--- config.mk ---
export PLATFORM = sky130hd
export DESIGN_NAME = seismic_channel_block_decoder
export DESIGN_NICKNAME = d
export VERILOG_FILES = /design/src/rtl/core/scbd_pkg.sv /design/src/rtl/core/scbd_front.sv /design/src/rtl/core/scbd_queue.sv /design/src/rtl/core/scbd_back.sv /design/src/rtl/core/seismic_channel_block_decoder.sv
export SDC_FILE = /design/constraint.sdc
export NUM_CORES = 1
export LEC_CHECK = 0
export ABC_AREA = 1
export BUFFER_PORTS_ARGS = -buffer_cell sky130_fd_sc_hd__buf_2
export CORE_MARGIN = 4
export CORE_UTILIZATION = 45
export DETAILED_ROUTE_END_ITERATION = 7
export GPL_TIMING_DRIVEN = 0
export PLACE_DENSITY = 0.66
export RECOVER_POWER = 50
export SYNTH_ARGS = -nofsm -noshare
export SYNTH_HDL_FRONTEND = slang
export SYNTH_HIERARCHICAL = 1
export SYNTH_SLANG_ARGS = --single-unit
--- constraint.sdc ---
create_clock -name clk -period 8.5 [get_ports clk]
set_clock_uncertainty 0.2 [all_clocks]
set_input_delay 1.7 -clock clk [delete_from_list [all_inputs] [get_ports clk]]
set_output_delay 1.7 -clock clk [all_outputs]
set_load 0.005 [all_outputs]
--- src/rtl/core/scbd_pkg.sv ---
// types and constants for the seismic channel block decoder
// used by every module of the block, no dependencies
`default_nettype none

package scbd_pkg;

	localparam int BYTE_W  = 8;
	localparam int COUNT_W = 12;
	localparam int INDEX_W = 10;
	localparam int WORD_W  = 32;

	localparam logic [1:0] STATUS_OK        = 2'd0;
	localparam logic [1:0] STATUS_COUNT_ERR = 2'd1;
	localparam logic [1:0] STATUS_CODE_ERR  = 2'd2;

	localparam logic [3:0] CODE_NIBBLE = 4'd0;
	localparam logic [3:0] CODE_DIFF8  = 4'd1;
	localparam logic [3:0] CODE_DIFF16 = 4'd2;
	localparam logic [3:0] CODE_DIFF24 = 4'd3;
	localparam logic [3:0] CODE_MAX    = 4'd4;

	localparam logic [COUNT_W-1:0] COUNT_MASK_HDR_LEN = 12'd8;

	typedef struct packed {
		logic [BYTE_W-1:0] data_byte;
		logic              block_start;
	} in_item_t;

	typedef struct packed {
		logic signed [WORD_W-1:0] sample;
		logic [INDEX_W-1:0]       sample_index;
		logic [WORD_W-1:0]        channel_number;
		logic [COUNT_W-1:0]       sample_count;
		logic [COUNT_W-1:0]       block_bytes;
		logic [1:0]               status;
		logic                     last;
	} out_item_t;

	// one queue entry: one or two results caused by a single byte
	typedef struct packed {
		logic [1:0]         status;
		logic               first;
		logic               two;
		logic               last0;
		logic               last1;
		logic [WORD_W-1:0]  diff0;
		logic [3:0]         diff1;
		logic [INDEX_W-1:0] idx0;
		logic [WORD_W-1:0]  channel;
		logic [COUNT_W-1:0] count;
		logic [COUNT_W-1:0] blen;
	} op_t;

endpackage

`default_nettype wire

--- src/rtl/core/scbd_front.sv ---
// front part: byte parsing, header checks and difference assembly
// depends on scbd_pkg, feeds scbd_queue
`default_nettype none

module scbd_front #(
	parameter int MAX_SAMPLES = 1000
) (
	input  wire logic              clk,
	input  wire logic              arst_n,
	input  wire logic              cfg_wr_en,
	input  wire logic              cfg_wr_data,
	input  wire logic              in_valid,
	output logic                   in_stall,
	input  wire scbd_pkg::in_item_t in_item,
	input  wire logic              q_full,
	output logic                   q_push,
	output scbd_pkg::op_t          q_data
);
	import scbd_pkg::*;

	localparam logic [1:0] PH_IDLE   = 2'd0;
	localparam logic [1:0] PH_PREFIX = 2'd1;
	localparam logic [1:0] PH_HEADER = 2'd2;
	localparam logic [1:0] PH_BODY   = 2'd3;

	logic               wide_q;
	logic [1:0]         phase_q, phase_d, phase_n;
	logic [1:0]         bp_q, bp_d, bp_n;
	logic [WORD_W-1:0]  hw_q, hw_d, hw_n;
	logic [15:0]        up_q, up_d, up_n;
	logic [WORD_W-1:0]  part_q, part_d, part_n;
	logic [COUNT_W-1:0] sd_q, sd_d, sd_n;
	logic [COUNT_W-1:0] blen_q, blen_n;
	logic [COUNT_W-1:0] cnt;
	logic [3:0]         code;
	logic [15:0]        prod;
	logic [COUNT_W:0]   sd_p1, sd_p2;
	logic [WORD_W-1:0]  part_sh;
	logic [BYTE_W-1:0]  b;
	logic               accept;
	logic               push_n;

	assign in_stall = q_full;
	assign accept   = in_valid && !q_full;
	assign b        = in_item.data_byte;
	assign q_push   = accept && push_n;

	always_comb begin
		phase_d = phase_q;
		bp_d    = bp_q;
		hw_d    = hw_q;
		up_d    = up_q;
		part_d  = part_q;
		sd_d    = sd_q;
		if (in_item.block_start) begin
			phase_d = wide_q ? PH_PREFIX : PH_HEADER;
			bp_d    = 2'd0;
			hw_d    = '0;
			up_d    = '0;
			part_d  = '0;
			sd_d    = '0;
		end

		phase_n = phase_d;
		bp_n    = bp_d;
		hw_n    = hw_d;
		up_n    = up_d;
		part_n  = part_d;
		sd_n    = sd_d;
		blen_n  = blen_q;
		push_n  = 1'b0;
		prod    = '0;
		part_sh = {part_d[WORD_W-BYTE_W-1:0], b};
		cnt     = hw_d[COUNT_W-1:0];
		code    = hw_d[15:12];
		sd_p1   = {1'b0, sd_d} + 13'd1;
		sd_p2   = {1'b0, sd_d} + 13'd2;

		case (phase_d)
			PH_PREFIX: begin
				up_n = {up_d[7:0], b};
				if (bp_d == 2'd1) begin
					bp_n    = 2'd0;
					phase_n = PH_HEADER;
				end else begin
					bp_n = bp_d + 2'd1;
				end
			end
			PH_HEADER: begin
				hw_n = {hw_d[WORD_W-BYTE_W-1:0], b};
				cnt  = hw_n[COUNT_W-1:0];
				code = hw_n[15:12];
				prod = {4'd0, code} * {4'd0, cnt - 12'd1};
				if (bp_d == 2'd3) begin
					bp_n   = 2'd0;
					part_n = '0;
					if (cnt < 12'd2)
						blen_n = COUNT_MASK_HDR_LEN;
					else if (code == CODE_NIBBLE)
						blen_n = {1'b0, cnt[COUNT_W-1:1]} + COUNT_MASK_HDR_LEN;
					else
						blen_n = prod[COUNT_W-1:0] + COUNT_MASK_HDR_LEN;
					if (cnt != 12'd1 && cnt > COUNT_W'(MAX_SAMPLES)) begin
						push_n  = 1'b1;
						phase_n = PH_IDLE;
					end else if (cnt != 12'd1 && code > CODE_MAX) begin
						push_n  = 1'b1;
						phase_n = PH_IDLE;
					end else begin
						phase_n = PH_BODY;
					end
				end else begin
					bp_n = bp_d + 2'd1;
				end
			end
			PH_BODY: begin
				if (sd_d == '0) begin
					part_n = part_sh;
					if (bp_d == 2'd3) begin
						bp_n   = 2'd0;
						part_n = '0;
						push_n = 1'b1;
						sd_n   = sd_p1[COUNT_W-1:0];
						if (sd_p1 >= {1'b0, cnt})
							phase_n = PH_IDLE;
					end else begin
						bp_n = bp_d + 2'd1;
					end
				end else if (code == CODE_NIBBLE) begin
					push_n = 1'b1;
					if (sd_p1 >= {1'b0, cnt}) begin
						sd_n    = sd_p1[COUNT_W-1:0];
						phase_n = PH_IDLE;
					end else begin
						sd_n = sd_p2[COUNT_W-1:0];
						if (sd_p2 >= {1'b0, cnt})
							phase_n = PH_IDLE;
					end
				end else if (code <= CODE_MAX) begin
					part_n = part_sh;
					if ({2'd0, bp_d} + 4'd1 >= code) begin
						bp_n   = 2'd0;
						part_n = '0;
						push_n = 1'b1;
						sd_n   = sd_p1[COUNT_W-1:0];
						if (sd_p1 >= {1'b0, cnt})
							phase_n = PH_IDLE;
					end else begin
						bp_n = bp_d + 2'd1;
					end
				end else begin
					phase_n = PH_IDLE;
				end
			end
			default: begin
			end
		endcase
	end

	// queue entry
	always_comb begin
		q_data         = '0;
		q_data.channel = {up_n, hw_n[31:16]};
		q_data.count   = hw_n[COUNT_W-1:0];
		q_data.idx0    = sd_d[INDEX_W-1:0];
		q_data.blen    = blen_n;
		q_data.status  = STATUS_OK;
		q_data.last0   = sd_p1 >= {1'b0, cnt};
		q_data.last1   = sd_p2 >= {1'b0, cnt};
		if (phase_d == PH_HEADER) begin
			q_data.blen  = '0;
			q_data.last0 = 1'b1;
			if (cnt != 12'd1 && cnt > COUNT_W'(MAX_SAMPLES))
				q_data.status = STATUS_COUNT_ERR;
			else
				q_data.status = STATUS_CODE_ERR;
		end else if (sd_d == '0) begin
			q_data.first = 1'b1;
			q_data.diff0 = part_sh;
		end else if (code == CODE_NIBBLE) begin
			q_data.two   = !(sd_p1 >= {1'b0, cnt});
			q_data.diff0 = {{28{b[7]}}, b[7:4]};
			q_data.diff1 = b[3:0];
		end else begin
			case (code)
				CODE_DIFF8:  q_data.diff0 = {{24{part_sh[7]}}, part_sh[7:0]};
				CODE_DIFF16: q_data.diff0 = {{16{part_sh[15]}}, part_sh[15:0]};
				CODE_DIFF24: q_data.diff0 = {{8{part_sh[23]}}, part_sh[23:0]};
				default:     q_data.diff0 = part_sh;
			endcase
		end
	end

	always_ff @(posedge clk or negedge arst_n) begin
		if (!arst_n) begin
			wide_q  <= 1'b0;
			phase_q <= PH_IDLE;
			bp_q    <= '0;
			hw_q    <= '0;
			up_q    <= '0;
			part_q  <= '0;
			sd_q    <= '0;
			blen_q  <= '0;
		end else begin
			if (cfg_wr_en)
				wide_q <= cfg_wr_data;
			if (accept) begin
				phase_q <= phase_n;
				bp_q    <= bp_n;
				hw_q    <= hw_n;
				up_q    <= up_n;
				part_q  <= part_n;
				sd_q    <= sd_n;
				blen_q  <= blen_n;
			end
		end
	end

endmodule

`default_nettype wire

--- src/rtl/core/scbd_queue.sv ---
// short queue of decoded entries between front and back
// depends on scbd_pkg
`default_nettype none

module scbd_queue #(
	parameter int DEPTH = 4
) (
	input  wire logic          clk,
	input  wire logic          arst_n,
	input  wire logic          push,
	input  wire scbd_pkg::op_t push_data,
	input  wire logic          pop,
	output scbd_pkg::op_t      head,
	output logic               empty,
	output logic               full
);
	import scbd_pkg::*;

	localparam int PTR_W = (DEPTH > 1) ? $clog2(DEPTH) : 1;
	localparam int CNT_W = $clog2(DEPTH + 1);

	op_t              mem [DEPTH];
	logic [PTR_W-1:0] wr_q, rd_q;
	logic [CNT_W-1:0] cnt_q;
	logic             do_push, do_pop;

	assign empty   = cnt_q == '0;
	assign full    = cnt_q == CNT_W'(DEPTH);
	assign do_push = push && !full;
	assign do_pop  = pop && !empty;
	assign head    = mem[rd_q];

	always_ff @(posedge clk) begin
		if (do_push)
			mem[wr_q] <= push_data;
	end

	always_ff @(posedge clk or negedge arst_n) begin
		if (!arst_n) begin
			wr_q  <= '0;
			rd_q  <= '0;
			cnt_q <= '0;
		end else begin
			if (do_push)
				wr_q <= (wr_q == PTR_W'(DEPTH - 1)) ? '0 : wr_q + 1'b1;
			if (do_pop)
				rd_q <= (rd_q == PTR_W'(DEPTH - 1)) ? '0 : rd_q + 1'b1;
			if (do_push && !do_pop)
				cnt_q <= cnt_q + 1'b1;
			else if (do_pop && !do_push)
				cnt_q <= cnt_q - 1'b1;
		end
	end

endmodule

`default_nettype wire

--- src/rtl/core/scbd_back.sv ---
// back part: running sum and result output register
// depends on scbd_pkg, drains scbd_queue
`default_nettype none

module scbd_back (
	input  wire logic          clk,
	input  wire logic          arst_n,
	input  wire scbd_pkg::op_t head,
	input  wire logic          q_empty,
	output logic               q_pop,
	output logic               out_valid,
	input  wire logic          out_stall,
	output scbd_pkg::out_item_t out_item
);
	import scbd_pkg::*;

	logic              valid_q;
	out_item_t         out_q, res;
	logic [WORD_W-1:0] acc_q, acc_n;
	logic              half_q, half_n;
	logic              load, emit;

	assign out_valid = valid_q;
	assign out_item  = out_q;
	assign load      = !valid_q || !out_stall;

	always_comb begin
		res                = '0;
		res.channel_number = head.channel;
		res.sample_count   = head.count;
		res.block_bytes    = head.blen;
		res.status         = head.status;
		acc_n              = acc_q;
		half_n             = half_q;
		emit               = 1'b0;
		q_pop              = 1'b0;
		if (load && half_q) begin
			// second nibble of the held entry
			emit             = 1'b1;
			acc_n            = acc_q + {{28{head.diff1[3]}}, head.diff1};
			res.sample       = acc_n;
			res.sample_index = head.idx0 + 10'd1;
			res.last         = head.last1;
			q_pop            = 1'b1;
			half_n           = 1'b0;
		end else if (load && !q_empty) begin
			emit             = 1'b1;
			res.sample_index = head.idx0;
			res.last         = head.last0;
			if (head.status == STATUS_OK) begin
				acc_n      = head.first ? head.diff0 : acc_q + head.diff0;
				res.sample = acc_n;
			end
			if (head.two)
				half_n = 1'b1;
			else
				q_pop = 1'b1;
		end
	end

	always_ff @(posedge clk) begin
		if (emit)
			out_q <= res;
	end

	always_ff @(posedge clk or negedge arst_n) begin
		if (!arst_n) begin
			valid_q <= 1'b0;
			half_q  <= 1'b0;
			acc_q   <= '0;
		end else begin
			if (load)
				valid_q <= emit;
			half_q <= half_n;
			acc_q  <= acc_n;
		end
	end

endmodule

`default_nettype wire

--- src/rtl/core/seismic_channel_block_decoder.sv ---
// top level of the seismic channel block decoder
// depends on scbd_pkg, scbd_front, scbd_queue, scbd_back
// Takes one byte of a channel block per cycle unless in_stall is high and gives
// decoded samples in order. A byte that completes a sample is written into the
// queue and then registered into out_item; a 4-bit difference byte gives two
// samples, which the queue of QUEUE_DEPTH entries absorbs, so sustained input is
// one byte per cycle until the queue fills behind a stalled or nibble-bound output.
// Header errors give one result with status set and last high. The wide-channel
// mode set through cfg_wr_en is sampled at each block start.
`default_nettype none

module seismic_channel_block_decoder #(
	parameter int MAX_SAMPLES = 1000,
	parameter int QUEUE_DEPTH = 4
) (
	input  wire logic               clk,
	input  wire logic               arst_n,
	input  wire logic               cfg_wr_en,
	input  wire logic               cfg_wr_data,
	input  wire logic               in_valid,
	output logic                    in_stall,
	input  wire scbd_pkg::in_item_t in_item,
	output logic                    out_valid,
	input  wire logic               out_stall,
	output scbd_pkg::out_item_t     out_item
);
	import scbd_pkg::*;

	op_t  push_data, head;
	logic push, pop, empty, full;

	scbd_front #(
		.MAX_SAMPLES(MAX_SAMPLES)
	) u_front (
		.clk        (clk),
		.arst_n     (arst_n),
		.cfg_wr_en  (cfg_wr_en),
		.cfg_wr_data(cfg_wr_data),
		.in_valid   (in_valid),
		.in_stall   (in_stall),
		.in_item    (in_item),
		.q_full     (full),
		.q_push     (push),
		.q_data     (push_data)
	);

	scbd_queue #(
		.DEPTH(QUEUE_DEPTH)
	) u_queue (
		.clk      (clk),
		.arst_n   (arst_n),
		.push     (push),
		.push_data(push_data),
		.pop      (pop),
		.head     (head),
		.empty    (empty),
		.full     (full)
	);

	scbd_back u_back (
		.clk      (clk),
		.arst_n   (arst_n),
		.head     (head),
		.q_empty  (empty),
		.q_pop    (pop),
		.out_valid(out_valid),
		.out_stall(out_stall),
		.out_item (out_item)
	);

endmodule

`default_nettype wire

==> metrics <==
cts bufs inserted=between 70 and 80; Post-DRT Antenna Nets=0; final hold slack=approximately 0.28 ns; CTS Sinks=about 680; Placement Cell Area=41280 um^2; CP Class=in -> reg; compound-cell area share of the yosys netlist=13.59%; cell area after layout=about 43000 um^2; share of cells above drive strength 1=around an eighth; antenna violations before repair=2; Post-Syn Instances=about 4.2k; reg2reg end=u_back/out_item[95]$_DFFE_PP_; R2R depth=16; Met2 Wirelength=50910 um; hold path startpoint=u_front/hw_q[8]$_DFFE_PN0P_; outcome=finished, violations left; first-pass GRT wire length=roughly 170000 um; critical path startpoint=in_item[0]; GRT Total Usage=~25%; CP required=roughly 8.6 ns; drt wl/cell=slightly above 20 um; Pint=between 9 and 10 mW; Hold Vio Cnt, Final=0; RR Startpoint=u_queue/rd_q[0]$_DFFE_PN0P_; Leak=about 19 nW; Clk Latency, worst-skew pair=between 0.6 and 0.7 ns; number of global-route vias before repair=28.39k; Slew Limit Fails=approximately 260; Seq pwr share=27.7%; arrival time worst endpoint=approximately 7.5 ns; class of the worst hold path=reg -> reg; First DRT Iteration DRCs=3295; drt total wl=between 100000 and 150000 um; Ports=about 120; Post-Place Cells=approximately 5.4k; fmax=136.3 MHz; Switching Fraction=a little under half; Top FF cell, synth=edfxtp_1; power per cell area=just over 400 nW/um^2; Clock power frac=about a fifth; Max-cap violations=5; # rows=roughly 110; CP Capture Type=register; XOR/XNOR share of the synthesized area=0.9704%; CTS Hold Bufs=0; synth unique cells=73; Via density=around 5.4; syn_area_per_cell=9.307 um^2; top sig layer=met4; Initial Util=a little under half; PnR Total Power=approximately 18 mW; Non-Filler Instances=between 5k and 6k; CTS clock-pin slew for the worst setup and hold paths=0.06 ns; Sum Neg Setup Slack=0 ns; Die Wd=approximately 300 um; area growth from synthesis to layout=11.10%; CTS tree=done; crit path launch type=primary input; area of the die=91000 um^2; Residual DRC=0; fin crit share=86.29%; FFs w/ async S/R, synth=about a fifth; synthesized area=roughly 39000 um^2; Post-synth EDFFs=533; VDD IR max=between 0.15 and 0.2 mV; CTS H-tree lvls=3; Slew @ Worst Pin=~3.3 ns; Syn Nets=~4.4k; Post-Route M1 WL=approximately 51000 um; largest net degree at the start of global routing=roughly 100; met3 wire len=approximately 11000 um; root buf cell=clkbuf_16; Psw=8.268 mW; Final HPWL DP=between 80000 and 90000 um; Detailed Routing Iterations Pass 1=6; main combinational cell family by area after synthesis=simple AND/OR/NAND/NOR gates; total core area=between 80000 and 90000 um^2; final setup vio count=0; Min-Delay Endpoint=u_front/hw_q[8]$_DFFE_PN0P_; Final min period=7.334 ns; Die H=301.7 um; postcts setup bufs=0; via count=30.45k; layout net count=4567; number of synthesized register bits=slightly below 700; Congestion Overflow GR=0; Resized cells post-CTS=0; Post-Synth Adder-Cell Area=roughly 5.9%; worst-path fanout max=27; mux cell area share after synthesis=0.1064%; # port buffers=116; Routability Congestion=between 0.9 and 1; Cells on Worst Hold Path=2; Max-slew headroom=-118.4%; post-synthesis simple-gate area fraction=19.47%; r2r setup slk=1.92 ns; sequential share of the synthesized area=50.40%; failing checks=capacitance limit, slew limit; Yosys Warn Count=6; logic gate share of total power=53.7%; RSZ-0062 raised after global routing=false; CTS Buffer Depth=3
==> worst max-delay path, stage by stage <==
cell      delay (ns)
clkbuf_1        0.20
inv_1           0.38
clkbuf_1        0.56
clkbuf_1        0.62
nand2_1         0.41
ha_1            0.33
nand2_1         0.07
nor3_1          0.07
nand2_4         0.17
o21ai_0         0.13
a31oi_1         0.23
inv_1           0.06
a21oi_1         0.50
nand2_1         0.42
nor2_4          0.54
buf_12          0.26
buf_12          0.24
buf_12          0.25
buf_12          0.23
==> final cells by class <==
class                      count  area (um^2)
sequential                   675        19560
clock buffer                  88         1987
multi-input combinational   2651        15240
tap                         1144         1431
clock inverter                51        509.2
inverter                     690         2591
timing repair buffer         135        889.6
antenna                        1        2.502
fill                        7886        42300
buffer                       154        913.4
==> registers in the layout (all words and copies together), names as in the netlist, named ones only <==
signal / count
u_front/phase_q: 2
u_front/bp_q: 2
u_queue/mem: 432
u_back/out_item: 101
u_queue/cnt_q: 3
u_back/acc_q: 32
u_queue/wr_q: 2
u_front/up_q: 16
u_front/wide_q: 1
u_queue/rd_q: 2
u_back/out_valid: 1
u_front/sd_q: 12
u_front/part_q: 24
u_back/half_q: 1
u_front/hw_q: 32
==> layout by cell type, fill, tap and decap left out, types with 30 or more instances in the layout <==
cell type,synthesis,final
buf_2,52,111
nor2_1,266,268
o211ai_2,151,99
inv_1,662,668
dfrtp_1,142,142
nand2_1,998,1000
edfxtp_1,533,533
o211ai_1,77,129
a21oi_1,167,167
ha_1,150,150
nand4_1,30,30
o21ai_0,175,176
nand3_1,171,171
xor2_1,31,31
nor3_1,32,32
nand2_2,126,125
clkbuf_16,0,76
clkbuf_1,45,129
==> power by group through the flow <==
stage,combinational (mW),sequential [mW],clock [mW]
after CTS,9.56,4.85,3.33
final,9.44,4.88,3.26
after floorplan,6.52,4.87,0
after detailed placement,9.50,4.91,0
after global routing,10.4,4.92,3.48
after global placement,9.37,4.93,0
==> worst max-delay path by stage <==
| stage | cells after the start | slack (ns) | endpoint |
|---|---|---|---|
| floorplan | 17 | -0.91 | u_queue/mem[0][0]$_DFFE_PP_ |
| global placement | 14 | -6.48 | u_queue/mem[0][48]$_DFFE_PP_ |
| detailed placement | 22 | 0.93 | u_queue/mem[2][46]$_DFFE_PP_ |
| CTS | 22 | 1.60 | u_queue/mem[2][48]$_DFFE_PP_ |
| global route | 19 | 0.91 | u_queue/mem[2][48]$_DFFE_PP_ |
| finish | 19 | 1.17 | u_queue/mem[2][48]$_DFFE_PP_ |
==> kinds of logic after synthesis <==
| kind of cell | after synthesis |
|---|---|
| xor gates and xnor gates | 43 |
| AOI/OAI and AO/OA | 714 |
| muxes | 4 |
| DFF | 675 |
| adders and majority gates | 170 |
| and+or+nand+nor | 1720 |
| buffers and inverters | 844 |
==> Yosys cell counts, types with 8 or more instances <==
cell type	n	area [um^2]
o211ai_2	151	1889
a31oi_1	9	56.30
nor2_2	11	68.82
edfxtp_1	533	16010
xnor2_1	12	105.1
nand3b_1	21	157.7
or2_2	14	87.58
buf_6	14	157.7
buf_12	15	300.3
ha_1	150	1877
dfrtp_1	142	3553
o211ai_1	77	578.1
nor2_1	266	998.5
inv_1	662	2485
nand4_1	30	187.7
nand3_1	171	855.8
o21bai_1	9	67.56
o21ai_1	14	70.07
buf_4	13	97.59
o22ai_1	21	131.4
nand3_2	10	100.1
clkbuf_1	45	168.9
a21o_1	8	60.06
nand2_1	998	3746
buf_8	8	120.1
inv_2	24	90.09
a211oi_1	10	75.07
nor2_4	11	123.9
xor2_1	31	271.5
o221ai_1	16	140.1
nand2_2	126	788.3
nor3_1	32	160.2
buf_2	52	260.3
a22oi_1	20	150.1
a21oi_1	167	835.8
fa_1	20	400.4
o31ai_1	8	60.06
o21ai_0	175	875.8
==> stage by stage <==
step	worst slack, ns	utilization, %
2_1_floorplan	-0.9060	-
3_3_place_gp	-6.484	47.79
3_5_place_dp	0.9261	48.33
4_1_cts	1.600	51.25
5_1_grt	0.9061	50.48
6_report	1.166	50.48
==> per-layer routing <==
layer	global-route usage [%]	up-vias
met1	37.16	14630
met5	0	-
met2	38.05	1300
met3	4.204	156
met4	6.396	0
li1	-	14370
No activity file was read; power rests on OpenSTA's default activity.
